--- config.mk ---
export PLATFORM = sky130hd
export DESIGN_NAME = tcce_core
export DESIGN_NICKNAME = d
export VERILOG_FILES = /design/src/design/tcce_pkg.sv /design/src/design/tcce_core.sv
export SDC_FILE = /design/constraint.sdc
export NUM_CORES = 1
export LEC_CHECK = 0
export BUFFER_PORTS_ARGS = -buffer_cell sky130_fd_sc_hd__buf_4
export CAP_MARGIN = 10
export CELL_PAD_IN_SITES_DETAIL_PLACEMENT = 0
export CELL_PAD_IN_SITES_GLOBAL_PLACEMENT = 2
export CORE_MARGIN = 5
export CORE_UTILIZATION = 37
export CTS_BUF_LIST = sky130_fd_sc_hd__clkbuf_4
export CTS_CLUSTER_SIZE = 20
export DETAILED_ROUTE_END_ITERATION = 12
export PLACE_DENSITY = 0.93
export SLEW_MARGIN = 5
export SYNTH_ARGS = -nofsm -noshare
export SYNTH_HDL_FRONTEND = slang
export SYNTH_SLANG_ARGS = --single-unit
--- constraint.sdc ---
create_clock -name clk_i -period 7.55 [get_ports clk_i]
set_input_delay 0 -clock clk_i [delete_from_list [all_inputs] [get_ports clk_i]]
set_output_delay 0 -clock clk_i [all_outputs]
set_load 0.05 [all_outputs]
--- src/design/tcce_pkg.sv ---
// ----------------------------------------------------------------------------
// tcce_pkg
// Shared codes, widths and the result type of the text console cursor engine.
// ----------------------------------------------------------------------------
package tcce_pkg;

  localparam int CellW = 16;
  localparam int ColW  = 7;
  localparam int RowW  = 5;
  localparam int OffW  = 11;
  localparam int ByteW = 8;
  localparam int ModeW = 3;

  localparam logic [ModeW-1:0] MODE_PUT = 3'd0;
  localparam logic [ModeW-1:0] MODE_CLS = 3'd1;
  localparam logic [ModeW-1:0] MODE_CLL = 3'd2;
  localparam logic [ModeW-1:0] MODE_SET = 3'd3;
  localparam logic [ModeW-1:0] MODE_RD  = 3'd4;

  localparam logic [ByteW-1:0] CH_BS  = 8'd8;
  localparam logic [ByteW-1:0] CH_TAB = 8'd9;
  localparam logic [ByteW-1:0] CH_LF  = 8'd10;
  localparam logic [ByteW-1:0] CH_CR  = 8'd13;

  localparam logic [ByteW-1:0] TEXT_COLOR_RST = 8'h07;

  typedef struct packed {
    logic             vld;
    logic [ColW-1:0]  col;
    logic [RowW-1:0]  row;
    logic [OffW-1:0]  offset;
    logic [ByteW-1:0] char_code;
    logic [ByteW-1:0] attr;
  } tcce_res_t;

endpackage

--- src/design/tcce_core.sv ---
// ----------------------------------------------------------------------------
// tcce_core
// Cursor state and sequencer driving the cell store: init, put, set, scroll, clear, read.
// ----------------------------------------------------------------------------
module tcce_core import tcce_pkg::*; #(
  parameter int COLS     = 80,
  parameter int ROWS     = 25,
  parameter int TAB_STOP = 8
) (
  input  logic                                clk_i,
  input  logic                                rst_ni,
  input  logic                                in_valid_i,
  output logic                                in_ready_o,
  input  logic [ModeW-1:0]                    mode_i,
  input  logic [ByteW-1:0]                    char_code_i,
  input  logic [RowW-1:0]                     row_i,
  input  logic [ColW-1:0]                     column_i,
  input  logic [ByteW-1:0]                    text_color_i,
  input  logic                                out_free_i,
  output tcce_res_t                           res_o,
  output logic                                ram_we_o,
  output logic [$clog2(COLS*ROWS)-1:0]        ram_waddr_o,
  output logic [CellW-1:0]                    ram_wdata_o,
  output logic                                ram_re_o,
  output logic [$clog2(COLS*ROWS)-1:0]        ram_raddr_o,
  input  logic [CellW-1:0]                    ram_rdata_i
);

  localparam int NCell = COLS * ROWS;
  localparam int NMove = COLS * (ROWS - 1);
  localparam int AW    = $clog2(NCell);
  localparam int RW    = $clog2(ROWS + 1);
  localparam int NStop = (COLS + TAB_STOP - 1) / TAB_STOP;

  typedef enum logic [6:0] {
    S_INIT   = 7'b0000001,
    S_IDLE   = 7'b0000010,
    S_EXEC   = 7'b0000100,
    S_SCROLL = 7'b0001000,
    S_CLEAR  = 7'b0010000,
    S_RDATA  = 7'b0100000,
    S_HOLD   = 7'b1000000
  } state_e;

  state_e           state_q, state_d;
  logic [ModeW-1:0] mode_q, mode_d;
  logic [ByteW-1:0] char_q, char_d;
  logic [RowW-1:0]  row_q, row_d;
  logic [ColW-1:0]  col_q, col_d;
  logic [ColW-1:0]  cur_col_q, cur_col_d;
  logic [RW-1:0]    cur_row_q, cur_row_d;
  logic [AW-1:0]    cnt_q, cnt_d;
  logic [AW-1:0]    clr_last_q, clr_last_d;
  logic             rd_pend_q, rd_pend_d;
  logic [ByteW-1:0] hold_char_q, hold_char_d;
  logic [ByteW-1:0] hold_attr_q, hold_attr_d;

  logic [ByteW-1:0] fin_char, fin_attr;
  logic             go_fin;
  logic [ByteW-1:0] tab_stop;
  logic [ColW:0]    col_inc;
  logic [AW-1:0]    cur_addr, cell_addr;
  logic             row_ok, col_ok;

  // next tab stop above the cursor column
  always_comb begin
    tab_stop = 8'(NStop * TAB_STOP);
    for (int k = NStop; k >= 1; k--) begin
      if (k * TAB_STOP > int'(cur_col_q)) begin
        tab_stop = 8'(k * TAB_STOP);
      end
    end
  end

  assign col_inc   = {1'b0, cur_col_q} + 1'b1;
  assign cur_addr  = AW'(int'(cur_row_q) * COLS + int'(cur_col_q));
  assign cell_addr = AW'(int'(row_q) * COLS + int'(col_q));
  assign row_ok    = int'(row_q) < ROWS;
  assign col_ok    = int'(col_q) < COLS;
  assign in_ready_o = (state_q == S_IDLE);

  always_comb begin
    state_d     = state_q;
    mode_d      = mode_q;
    char_d      = char_q;
    row_d       = row_q;
    col_d       = col_q;
    cur_col_d   = cur_col_q;
    cur_row_d   = cur_row_q;
    cnt_d       = cnt_q;
    clr_last_d  = clr_last_q;
    rd_pend_d   = rd_pend_q;
    hold_char_d = hold_char_q;
    hold_attr_d = hold_attr_q;
    ram_we_o    = 1'b0;
    ram_waddr_o = cnt_q;
    ram_wdata_o = {text_color_i, 8'h00};
    ram_re_o    = 1'b0;
    ram_raddr_o = cell_addr;
    fin_char    = '0;
    fin_attr    = '0;
    go_fin      = 1'b0;

    case (state_q)
      S_INIT: begin
        ram_we_o    = 1'b1;
        ram_wdata_o = '0;
        if (cnt_q == AW'(NCell - 1)) begin
          cnt_d   = '0;
          state_d = S_IDLE;
        end else begin
          cnt_d = cnt_q + 1'b1;
        end
      end
      S_IDLE: begin
        if (in_valid_i) begin
          mode_d  = mode_i;
          char_d  = char_code_i;
          row_d   = row_i;
          col_d   = column_i;
          state_d = S_EXEC;
        end
      end
      S_EXEC: begin
        case (mode_q)
          MODE_PUT: begin
            if (int'(cur_row_q) >= ROWS) begin
              // scroll pending
              cur_row_d = cur_row_q - 1'b1;
              cnt_d     = '0;
              rd_pend_d = 1'b0;
              state_d   = S_SCROLL;
            end else begin
              go_fin = 1'b1;
              case (char_q)
                CH_LF: begin
                  cur_col_d = '0;
                  cur_row_d = cur_row_q + 1'b1;
                end
                CH_CR: begin
                  cur_col_d = '0;
                end
                CH_BS: begin
                  if (cur_col_q != '0) begin
                    cur_col_d = cur_col_q - 1'b1;
                  end
                end
                CH_TAB: begin
                  if (int'(tab_stop) >= COLS) begin
                    cur_col_d = '0;
                    cur_row_d = cur_row_q + 1'b1;
                  end else begin
                    cur_col_d = tab_stop[ColW-1:0];
                  end
                end
                default: begin
                  ram_we_o    = 1'b1;
                  ram_waddr_o = cur_addr;
                  ram_wdata_o = {text_color_i, char_q};
                  if (int'(col_inc) >= COLS) begin
                    cur_col_d = '0;
                    cur_row_d = cur_row_q + 1'b1;
                  end else begin
                    cur_col_d = col_inc[ColW-1:0];
                  end
                end
              endcase
            end
          end
          MODE_CLS: begin
            cur_col_d  = '0;
            cur_row_d  = '0;
            cnt_d      = '0;
            clr_last_d = AW'(NCell - 1);
            state_d    = S_CLEAR;
          end
          MODE_CLL: begin
            if (row_ok) begin
              if (int'(row_q) == int'(cur_row_q)) begin
                cur_col_d = '0;
              end
              cnt_d      = AW'(int'(row_q) * COLS);
              clr_last_d = AW'(int'(row_q) * COLS + COLS - 1);
              state_d    = S_CLEAR;
            end else begin
              go_fin = 1'b1;
            end
          end
          MODE_SET: begin
            cur_row_d = row_ok ? RW'(row_q) : RW'(ROWS - 1);
            cur_col_d = col_ok ? col_q : ColW'(COLS - 1);
            go_fin    = 1'b1;
          end
          MODE_RD: begin
            ram_re_o  = row_ok && col_ok;
            rd_pend_d = row_ok && col_ok;
            state_d   = S_RDATA;
          end
          default: begin
            go_fin = 1'b1;
          end
        endcase
      end
      S_RDATA: begin
        if (rd_pend_q) begin
          fin_char = ram_rdata_i[7:0];
          fin_attr = ram_rdata_i[15:8];
        end
        rd_pend_d = 1'b0;
        go_fin    = 1'b1;
      end
      S_SCROLL: begin
        // read one row below, write it back in the next cycle
        if (cnt_q != AW'(NMove)) begin
          ram_re_o    = 1'b1;
          ram_raddr_o = cnt_q + AW'(COLS);
          cnt_d       = cnt_q + 1'b1;
          rd_pend_d   = 1'b1;
        end else begin
          rd_pend_d = 1'b0;
        end
        if (rd_pend_q) begin
          ram_we_o    = 1'b1;
          ram_waddr_o = cnt_q - 1'b1;
          ram_wdata_o = ram_rdata_i;
        end
        if (cnt_q == AW'(NMove) && rd_pend_q) begin
          cnt_d      = AW'(NMove);
          clr_last_d = AW'(NCell - 1);
          state_d    = S_CLEAR;
        end
      end
      S_CLEAR: begin
        ram_we_o = 1'b1;
        if (cnt_q == clr_last_q) begin
          if (mode_q == MODE_PUT) begin
            state_d = S_EXEC;
          end else begin
            go_fin = 1'b1;
          end
        end else begin
          cnt_d = cnt_q + 1'b1;
        end
      end
      S_HOLD: begin
        fin_char = hold_char_q;
        fin_attr = hold_attr_q;
        go_fin   = 1'b1;
      end
      default: begin
        state_d = S_INIT;
      end
    endcase

    if (go_fin) begin
      if (out_free_i) begin
        state_d = S_IDLE;
      end else begin
        hold_char_d = fin_char;
        hold_attr_d = fin_attr;
        state_d     = S_HOLD;
      end
    end
  end

  always_comb begin
    res_o.vld       = go_fin && out_free_i;
    res_o.col       = cur_col_d;
    res_o.row       = RowW'(cur_row_d);
    res_o.offset    = OffW'(int'(cur_row_d) * COLS + int'(cur_col_d));
    res_o.char_code = fin_char;
    res_o.attr      = fin_attr;
  end

  always_ff @(posedge clk_i or negedge rst_ni) begin
    if (!rst_ni) begin
      state_q    <= S_INIT;
      cur_col_q  <= '0;
      cur_row_q  <= '0;
      cnt_q      <= '0;
      clr_last_q <= '0;
      rd_pend_q  <= 1'b0;
      mode_q     <= MODE_PUT;
    end else begin
      state_q    <= state_d;
      cur_col_q  <= cur_col_d;
      cur_row_q  <= cur_row_d;
      cnt_q      <= cnt_d;
      clr_last_q <= clr_last_d;
      rd_pend_q  <= rd_pend_d;
      mode_q     <= mode_d;
    end
  end

  always_ff @(posedge clk_i) begin
    char_q      <= char_d;
    row_q       <= row_d;
    col_q       <= col_d;
    hold_char_q <= hold_char_d;
    hold_attr_q <= hold_attr_d;
  end

endmodule

==> results of run 1 <==
[layout make-up]
cell class	count	area [um2]
clock buffers	10	75.1
clock inverters	6	46.3
fillers	1783	9620
inverters	38	143
multi-input cells	621	4330
flip-flops and latches	78	2130
well taps	229	287
repair buffers	179	1450
[stage by stage]
stage                     instances   util  power, mW  hold slack (ps)
after floorplan                 788      -       1.50             -296
after global placement         1102  0.438       1.83             54.3
after detailed placement       1102  0.438       1.84             57.9
after CTS                      1161  0.468       2.12             29.1
after global routing           1161  0.468       2.24             77.4
final                          1161  0.468       2.11             36.2
[synthesized netlist by cell type (4+ instances only)]
master | number | area (um2)
a211oi_1 | 8 | 60.1
a21o_1 | 8 | 60.1
a21oi_1 | 48 | 240
a221o_1 | 4 | 40.0
a221oi_1 | 4 | 35.0
a22o_1 | 25 | 219
a31oi_1 | 11 | 68.8
a32o_1 | 16 | 160
and2_1 | 9 | 56.3
and3_1 | 11 | 68.8
buf_2 | 17 | 85.1
buf_4 | 5 | 37.5
clkbuf_1 | 26 | 97.6
dfrtp_1 | 41 | 1030
edfxtp_1 | 36 | 1080
fa_1 | 6 | 120
ha_1 | 38 | 475
inv_1 | 38 | 143
nand2_1 | 68 | 255
nand2b_1 | 6 | 37.5
nand3_1 | 32 | 160
nand3b_1 | 4 | 30.0
nand4_1 | 8 | 50.1
nor2_1 | 68 | 255
nor2b_1 | 8 | 50.1
nor3_1 | 20 | 100
nor3b_1 | 5 | 37.5
nor4_1 | 8 | 50.1
nor4b_1 | 6 | 52.6
o211ai_1 | 9 | 67.6
o21ai_0 | 39 | 195
o21ai_1 | 11 | 55.1
o221ai_1 | 6 | 52.6
o31ai_1 | 10 | 75.1
or3_1 | 4 | 25.0
xnor2_1 | 33 | 289
xor2_1 | 14 | 123
[state kept, by name, summed over array words and instances (netlist names)]
| register | flops |
|---|---|
| cnt_q | 11 |
| char_q | 8 |
| clr_last_q | 8 |
| hold_attr_q | 8 |
| hold_char_q | 8 |
| col_q | 7 |
| cur_col_q | 7 |
| state_q | 7 |
| cur_row_q | 5 |
| row_q | 5 |
| mode_q | 3 |
| rd_pend_q | 1 |
[power groups by stage]
stage	registers, mW	logic [mW]	clock network (mW)
after floorplan	0.579	0.924	0
after global placement	0.678	1.15	0
after detailed placement	0.680	1.16	0
after CTS	0.670	1.18	0.262
after global routing	0.689	1.27	0.277
final	0.674	1.18	0.251
[placed cells by master, fill, tap and decap left out, drive strengths merged, types with 9 or more instances in the layout]
cell type,n
a22o,25
nor3,21
a211oi,9
edfxtp,36
o211ai,9
dlygate4sd3,43
xor2,14
ha,38
a32o,16
a21oi,49
nand2,69
buf,136
and2,9
o31ai,10
o21ai,50
nor2,71
clkbuf,10
and3,12
inv,40
nor4,12
xnor2,33
dfrtp,41
a31oi,11
nand3,32
[kinds of logic after synthesis]
group | synth area share
AOI/OAI and AO/OA | 0.254
xor gates and xnor gates | 0.0600
adders and majority gates | 0.0869
buffers and inverters | 0.0579
DFF | 0.311
muxes | 0.00949
and+or+nand+nor | 0.221
[how the worst max path moves through the flow]
stage | startpoint | cells after the start | slack [ps] | endpoint
3_5_place_dp | cur_col_q[0] | 19 | 2440 | res_o[26]
6_report | cur_col_q[1] | 19 | 1900 | res_o[26]
5_1_grt | cur_col_q[0] | 19 | 1470 | res_o[26]
3_3_place_gp | cur_col_q[0] | 19 | 2590 | res_o[26]
2_1_floorplan | cur_col_q[0] | 19 | 1430 | res_o[26]
4_1_cts | cur_col_q[1] | 19 | 1850 | res_o[26]
[metal layers]
metal  track usage  wire length, um  up-vias  part of all wire
met5             0                0        -                 0
met1         0.311            11100     3261              0.47
li1              -                -     3237                 -
met3        0.0425             1600       23             0.068
met4        0.0517              339        0             0.014
met2         0.337            10600      261              0.45
[critical path, delay by kind of cell, from the launching register on]
family	cells	cell delay (ps)
AO/OA/AOI/OAI	6	1640
adder cells (fa/ha/maj)	4	1260
AND/OR/NAND/NOR	5	1070
flip-flops	1	600
buffers and inverters	3	440
XOR/XNOR	1	160
==> run_results.csv, run 1 <==
group,metric,value,unit
outcome,status,"finished clean",
worst_setup_path,slowest_delay,600,ps
grt,grt.total_usage,0.216,
power,power.density,249,nW/um2
synth,synth_seq_cells,78,
route,via_count,6782,
final_layout,syn2layout_area_growth,23.5,%
worst_setup_path,worstPathCellList,"inv_1, ha_1, o41ai_4, nor3_1, o2111ai_1, and2_1, nor4b_1, nor3_1, ha_1, ha_1, inv_1, fa_1, nand2b_1, o21bai_1, a21oi_1, o21ai_0, a221oi_1, xnor2_1, buf_4",
placement,io_buffers,131,
floorplanning,die-area,21300,um2
cts,clk_latency,500,ps
power,p_clk_frac,0.119,
grt,antenna_found_initial,0,
floorplanning,placementRows,49,
sta,tns,0,ps
cts,htree_levels,3,
cts,cts_sinks,78,
floorplanning,pin_count,132,
worst_setup_path,r2r_setup_slack,4530,ps
cts,hold_buffers,43,
sta,fin_crit_sh,0.748,
final_layout,nets,1022,
power,comb_power_share,0.561,
sta,fin_crit,5650,ps
route,avgRoutedWirePerCell,20.3,um
sta,setup_viol,0,
worst_setup_path,r2r-start,"cnt_q[4]",
placement,dp_hpwl,17.6,mm
synth,synth_cells,788,
synth,yosysUniqueCellTypes,86,
power,leakagePower,3.55,nW
final_layout,final_cell_area,8470,um2
synth,async_reset_ff_frac,0.538,
run,maxCapViolCount,0,
synth,netlist_area,6860,um2
final_layout,drive_above_1_share,0.196,
placement,placed_cell_area,7910,um2
worst_setup_path,cp_max_fo,10,
grt,grt_max_degree,43,
grt,first_global_vias,6518,
grt,grt_first_pass_wirelength,37.2,mm
synth,syn_area_per_cell,8.70,um2
sta,finalMaxSlewViolations,0,
cts,path_clk_slew,170,ps
synth,synth_ff_type,"dfrtp_1",
worst_setup_path,slowest_stage,"dfrtp_1",
route,drt-total-wl,23.6,mm
cts,cts.repair.resized,0,
cts,post_cts.repair.setup_buffers,0,
cts,cts-root-buf,"clkbuf_4",
cts,cts_buffers,9,
synth,synth_edf_count,36,
power,irDropWorstVdd,0.189,mV
grt,overflow,0,
sta,rsz0062_at_grt,"false",
worst_setup_path,r2r-end,"clr_last_q[5]",
worst_setup_path,cp-end-kind,"primary output",
route,drtPass1Iterations,5,
worst_setup_path,cpMostUsedCell,"ha_1",
power,switching_power,1.10,mW
final_layout,diodes,0,
synth,yosys_warnings,0,
placement,gp_congestion,0.884,
route,drc,0,
worst_setup_path,worstSetupPathType,"register to primary output",
sta,hold_viol,0,
synth,synthesis.nets,883,
route,viasPerCell,5.84,
placement,preCtsSetupSlack,2440,ps
floorplanning,fp.dieW,146,um
worst_hold_path,hold_class,"primary input to asynchronous set/reset pin",
sta,setup_ws,1900,ps
worst_setup_path,worstPathArrival,5650,ps
route,drt_iter0_markers,528,
floorplanning,dieHeight,146,um
route,antenna_left,0,
floorplanning,initial_core_util,0.379,
sta,max_slew_margin,0.258,
cts,cts_buffer_depth,2,
sta,max_freq,0.177,GHz
cts,cts_tree,"built",
floorplanning,core,18100,um2
power,p_sw_frac,0.521,
synth,synth-seq-area-share,0.311,
worst_setup_path,start_kind,"register",
power,seq_power_share,0.320,
worst_setup_path,critical_path_required,7550,ps
worst_setup_path,rr_worst_depth,8,
power,internal-power,1.01,mW
sta,skew,42.7,ps
sta,worst_pin_slew,1110,ps
(Power assumes the default switching activity.)
==> run 2: changes to the inputs <==
Settings changed: ABC_AREA set to 1, CORE_UTILIZATION 37 to 29, PLACE_DENSITY 0.93 to 0.84.
Clock period 7.55 ns to 4.8 ns, I/O delays scaled along.
==> run 2 against run 1 <==
Effect of this change:
- utilization is 7.9 points lower
- synthesized cell count increased by 22%
- clock power grew 83%
- die area is 26% higher
- area after synthesis up 0.35%
- non-clock buffer count is 27 higher
- critical path type unchanged
- critical endpoint unchanged
==> run_results.csv, run 2 <==
group,metric,value,unit
outcome,status,"finished clean",
synth,synth-seq-area-share,0.310,
sta,fin_crit_sh,0.947,
worst_setup_path,start_kind,"register",
placement,dp_cells,1398,
cts,cts_tree,"built",
sta,setup_ws,254,ps
floorplanning,dieHeight,164,um
synth,yosys_warnings,0,
floorplanning,fp.dieW,164,um
worst_setup_path,critical_path_required,4800,ps
final_layout,multi_input_area,4230,um2
sta,max_slew_margin,0.427,
synth,yosysUniqueCellTypes,55,
route,viasPerCell,4.92,
sta,worst_pin_slew,859,ps
power,leakagePower,4.24,nW
worst_setup_path,cp-end-kind,"primary output",
worst_hold_path,hold_class,"primary input to asynchronous set/reset pin",
final_layout,seq_area,2140,um2
final_layout,syn2layout_area_growth,32.3,%
synth,synthTopCellsByCount,"nand2_1 (206), inv_1 (126), o21ai_0 (103), nor2_1 (70), nand3_1 (66)",
route,avgRoutedWirePerCell,17.3,um
grt,first_global_vias,7149,
power,irDropWorstVdd,1.02,mV
synth,syn_area_per_cell,7.14,um2
final_layout,largest_register_ffs,11,
final_layout,layout_common_cells,"nand2_1 (199), buf_4 (164), inv_1 (123)",
final_layout,nets,1244,
route,via_count,7250,
worst_setup_path,worstPathArrival,4550,ps
cts,path_clk_slew,160,ps
grt,grt_first_pass_wirelength,39.4,mm
synth,synth_cells,964,
worst_setup_path,rr_worst_depth,9,
grt,overflow,0,
placement,preCtsSetupSlack,397,ps
synth,netlist_area,6880,um2
synth,yosysTopAreaCellShare,0.157,
cts,cts_sinks,78,
route,drt-total-wl,25.4,mm
cts,cts_buffers,9,
route,drc,0,
power,finalPower,6.34,mW
route,drtPass1Iterations,5,
floorplanning,die-area,26900,um2
final_layout,mostFrequentLayoutCell,"nand2_1",
grt,antenna_found_initial,1,
synth,synth_edf_count,36,
sta,skew,28.5,ps
cts,cts-root-buf,"clkbuf_4",
power,power.density,697,nW/um2
final_layout,final_cell_area,9100,um2
sta,fin_crit,4550,ps
grt,grt_max_degree,43,
synth,yosysTopAreaCell,"edfxtp_1",
synth,synth_ff_type,"dfrtp_1",
worst_setup_path,r2r-start,"cnt_q[4]",
final_layout,instances_no_fill,1474,
synth,synth_seq_cells,78,
sta,hold_viol,0,
final_layout,drive_above_1_share,0.212,
route,drt_iter0_markers,559,
final_layout,fillers,2557,
synth,synthesis.nets,1059,
sta,max_freq,0.220,GHz
worst_setup_path,r2r-end,"hold_char_q[4]",
grt,grt.total_usage,0.186,
final_layout,fin_util,0.389,
floorplanning,placementRows,56,
worst_setup_path,cp_max_fo,6,
cts,cts_buffer_depth,2,
synth,async_reset_ff_frac,0.538,
placement,gp_congestion,0.872,
worst_setup_path,r2r_setup_slack,1720,ps
cts,htree_levels,3,
worst_setup_path,worstSetupPathType,"register to primary output",
synth,yosysMostFrequentCell,"nand2_1",
sta,finalMaxSlewViolations,0,
route,antenna_left,0,
run,maxCapViolCount,0,
floorplanning,core,23400,um2
placement,placed_cell_area,8230,um2
placement,dp_hpwl,19.5,mm
floorplanning,pin_count,132,
sta,setup_viol,0,
cts,clk_latency,490,ps
placement,io_buffers,131,
final_layout,regMostFlops,"cnt_q",
floorplanning,initial_core_util,0.294,
synth,post_synth_main_area_contributors,"edfxtp_1 (16%), dfrtp_1 (15%), nand2_1 (11%), o21ai_0 (7.5%), ha_1 (6.9%)",
[run 2: area by class of cell]
| type | count | share of cell area |
|---|---|---|
| multi-input combinational | 716 | 0.465 |
| sequential | 78 | 0.236 |
| timing repair buffer | 206 | 0.182 |
| inverter | 138 | 0.0576 |
| tap | 319 | 0.0439 |
| clock inverter | 7 | 0.00894 |
| clock buffer | 9 | 0.00743 |
| antenna | 1 | 0.000275 |
[run 2: cell families after synthesis]
logic type	Yosys count	share of synthesized area
xor gates and xnor gates	50	0.0637
adders and majority gates	44	0.0866
and+or+nand+nor	414	0.267
AOI/OAI and AO/OA	208	0.173
buffers and inverters	170	0.0991
DFF	78	0.310
[run 2: metrics by stage]
| stage | setup TNS [ps] | hold slack [ps] |
|---|---|---|
| after floorplan | 0 | -296 |
| after global placement | 0 | 63.1 |
| after detailed placement | 0 | 67.2 |
| after CTS | 0 | 30.5 |
| after global routing | -39.1 | 46.7 |
| final | 0 | 43.5 |
[run 2: how the worst max path moves through the flow]
stage	end	startpoint	slack [ps]
final	res_o[26]	cur_col_q[0]	250
after global placement	res_o[26]	cur_col_q[0]	420
after CTS	res_o[26]	cur_col_q[0]	5
after global routing	res_o[26]	cur_col_q[0]	-40
after detailed placement	res_o[26]	cur_col_q[0]	400
after floorplan	res_o[26]	cur_col_q[0]	40
[run 2: routing by layer]
layer / vias to the layer above / track usage / wire, um / share of wire
met5: - / 0 / 0 / 0
met3: 32 / 0.0236 / 1020 / 0.040
met2: 173 / 0.311 / 12300 / 0.48
met1: 3432 / 0.255 / 11700 / 0.46
met4: 0 / 0.0511 / 445 / 0.017
li1: 3613 / - / - / -
[run 2: worst max-delay path: stages (launching register included)]
cell and delay, ps:
dfrtp_2 500, inv_4 110, ha_1 170, inv_1 80, nor3_4 220, nand2_2 110, nand2_2 130, nand2_1 50
o21ai_0 70, o21ai_0 90, nor2_1 90, nand3_1 70, nand2_1 110, nand2_1 80, nand2_1 100, inv_1 80
ha_1 310, inv_1 60, fa_1 530, nor2_2 150, or3b_4 400, xor2_2 180, nand3_1 90, nand2_1 80
buf_6 160
[run 2: repair_timing]
| action | 4_1_cts | 5_1_grt |
|---|---|---|
| gates resized for setup | 15 | 35 |
| hold endpoints to repair | 82 | 0 |
| endpoints found under the setup margin | 1 | 1 |
| setup buffers | 1 | 17 |
| hold buffers | 41 | 0 |
| pin swaps | 0 | 8 |
[run 2: report_power, final]
group	leakage [nW]	switching (mW)	internal (mW)
registers	0.836	0.313	0.886
logic	3.33	3.15	1.54
clock network	0.0707	0.296	0.165
==> run 3: changes to the inputs <==
Settings changed: ABC_AREA 1 to not set, CORE_MARGIN 5 to 4, CORE_UTILIZATION 29 to 31, PLACE_DENSITY 0.84 to 0.83.
==> run 3 against run 2 <==
Effect of this change:
- global-route usage increased by 1.3 points
- first-iteration DRC count decreased by 11%
- clock-buffer cell count increased by 2
- register-to-register slack improved by 70 ps
- die area decreased by 8.7%
- critical endpoint unchanged
==> run_results.csv, run 3 (synthesis gave the netlist of run 1 again) <==
group,metric,value,unit
cts,cts_tree,"built",
worst_setup_path,slowest_delay,450,ps
sta,tns,0,ps
placement,io_buffers,131,
worst_setup_path,critical_path_required,4800,ps
power,leakagePower,3.80,nW
grt,first_global_vias,6896,
cts,cts-root-buf,"clkbuf_4",
worst_setup_path,worstPathArrival,4730,ps
route,drt-total-wl,24.9,mm
floorplanning,placementRows,54,
worst_setup_path,rr_worst_depth,7,
worst_setup_path,start_kind,"register",
floorplanning,pin_count,132,
worst_setup_path,cpMostUsedCell,"ha_4",
run,maxCapViolCount,0,
worst_setup_path,r2r-start,"state_q[2]",
worst_setup_path,slowest_stage,"fa_1",
final_layout,regMostFlops,"cnt_q",
worst_setup_path,cp.depth,19,
worst_setup_path,cp-end-kind,"primary output",
worst_setup_path,cp-endpoint,"res_o[26]",
route,viasPerCell,5.48,
placement,dp_hpwl,18.8,mm
grt,grt_first_pass_wirelength,38.3,mm
final_layout,fin_util,0.419,
sta,hold_viol,0,
worst_setup_path,cp_num_buf_inv,3,
cts,cts_buffer_depth,2,
grt,overflow,0,
floorplanning,core,21800,um2
floorplanning,dieHeight,157,um
floorplanning,initial_core_util,0.315,
sta,worst_pin_slew,1100,ps
placement,placed_cell_area,8230,um2
outcome,status,"finished clean",
worst_setup_path,startpoint,"cur_col_q[1]",
final_layout,syn2layout_area_growth,33.0,%
cts,cts_buffers,9,
final_layout,final_cell_area,9120,um2
sta,finalMaxSlewViolations,0,
worst_setup_path,r2r_setup_slack,1790,ps
sta,setup_viol,0,
sta,rsz0062_at_grt,"true",
sta,max_slew_margin,0.263,
route,drc,0,
floorplanning,fp.dieW,157,um
sta,fin_crit_sh,0.986,
power,power.density,388,nW/um2
cts,path_clk_slew,150,ps
cts,clk_latency,480,ps
grt,grt_max_degree,43,
placement,gp_congestion,0.887,
route,antenna_left,0,
worst_hold_path,hold_class,"primary input to asynchronous set/reset pin",
worst_setup_path,r2r-end,"clr_last_q[9]",
grt,antenna_found_initial,1,
power,irDropWorstVdd,0.213,mV
power,finalPower,3.54,mW
worst_setup_path,worstSetupPathType,"register to primary output",
final_layout,layout_common_cells,"buf_4 (178), nand2_1 (67), nor2_1 (67)",
sta,max_freq,0.211,GHz
worst_setup_path,cp_max_fo,5,
worst_setup_path,worstPathCellList,"buf_4, ha_4, and3_4, nand3_2, a22o_4, and2_4, a311o_1, a21o_2, ha_4, ha_4, inv_2, fa_1, nand2b_4, o21bai_4, or3_4, a21oi_2, a221oi_2, xnor2_2, buf_6",
final_layout,drive_above_1_share,0.276,
final_layout,mostFrequentLayoutCell,"buf_4",
worst_setup_path,critPathTopFamily,"compound AO/OA/AOI/OAI gates",
sta,skew,27.8,ps
route,drt_iter0_markers,500,
final_layout,nets,1066,
cts,htree_levels,3,
cts,cts_sinks,78,
final_layout,largest_register_ffs,11,
grt,grt.total_usage,0.199,
route,via_count,6886,
floorplanning,die-area,24600,um2
sta,fin_crit,4730,ps
route,drtPass1Iterations,5,
route,avgRoutedWirePerCell,19.8,um
run 3: repair_timing:
item	CTS	global route
pin swaps	16	16
endpoints found under the hold margin	86	0
setup endpoints to repair	1	1
setup buffers	12	6
hold buffers	43	0
gates resized for setup	27	15
run 3: worst register-to-register path: stages, from the launching register on:
cell,delay [ps]
dfrtp_1,400
buf_4,170
nor3b_1,460
and2_1,590
a21oi_1,180
a211oi_2,860
nor2_1,110
a31oi_1,170
run 3: area by class of cell:
type | instances | area (um2)
Inverter | 38 | 145
Clock inverter | 5 | 58.8
Fill cell | 2225 | 12600
Timing Repair Buffer | 223 | 1790
Multi-Input combinational cell | 621 | 4550
Sequential cell | 78 | 2140
Antenna cell | 1 | 2.50
Tap cell | 280 | 350
Clock buffer | 11 | 82.6
run 3: report_power, final:
group,switching (mW),total [mW],internal [mW]
logic,1.29,2.08,0.791
clock network,0.269,0.440,0.171
registers,0.211,1.02,0.807
run 3: worst min-delay path by stage:
stage          slack (ps)              to    from
5_1_grt               110   clr_last_q[5]  rst_ni
4_1_cts                70       mode_q[2]  rst_ni
3_5_place_dp           60        cnt_q[6]  rst_ni
6_report               80   clr_last_q[5]  rst_ni
2_1_floorplan        -300  clr_last_q[10]  rst_ni
3_3_place_gp           50        cnt_q[7]  rst_ni
run 3: metal layers:
layer / GRT usage / part of all wire / vias up
li1: - / - / 3317
met3: 0.0337 / 0.057 / 16
met1: 0.268 / 0.46 / 3353
met4: 0.0467 / 0.013 / 0
met2: 0.333 / 0.47 / 200
met5: 0 / 0 / -
run 3: metrics by stage:
| stage | hold slack [ps] | setup slack, ps | cells |
|---|---|---|---|
| floorplan | -296 | 35.8 | 788 |
| global placement | 47.8 | 222 | 1179 |
| detailed placement | 57.8 | 74.4 | 1179 |
| CTS | 66.5 | -26.9 | 1250 |
| global route | 112 | -149 | 1257 |
| finish | 76.2 | 65.2 | 1257 |
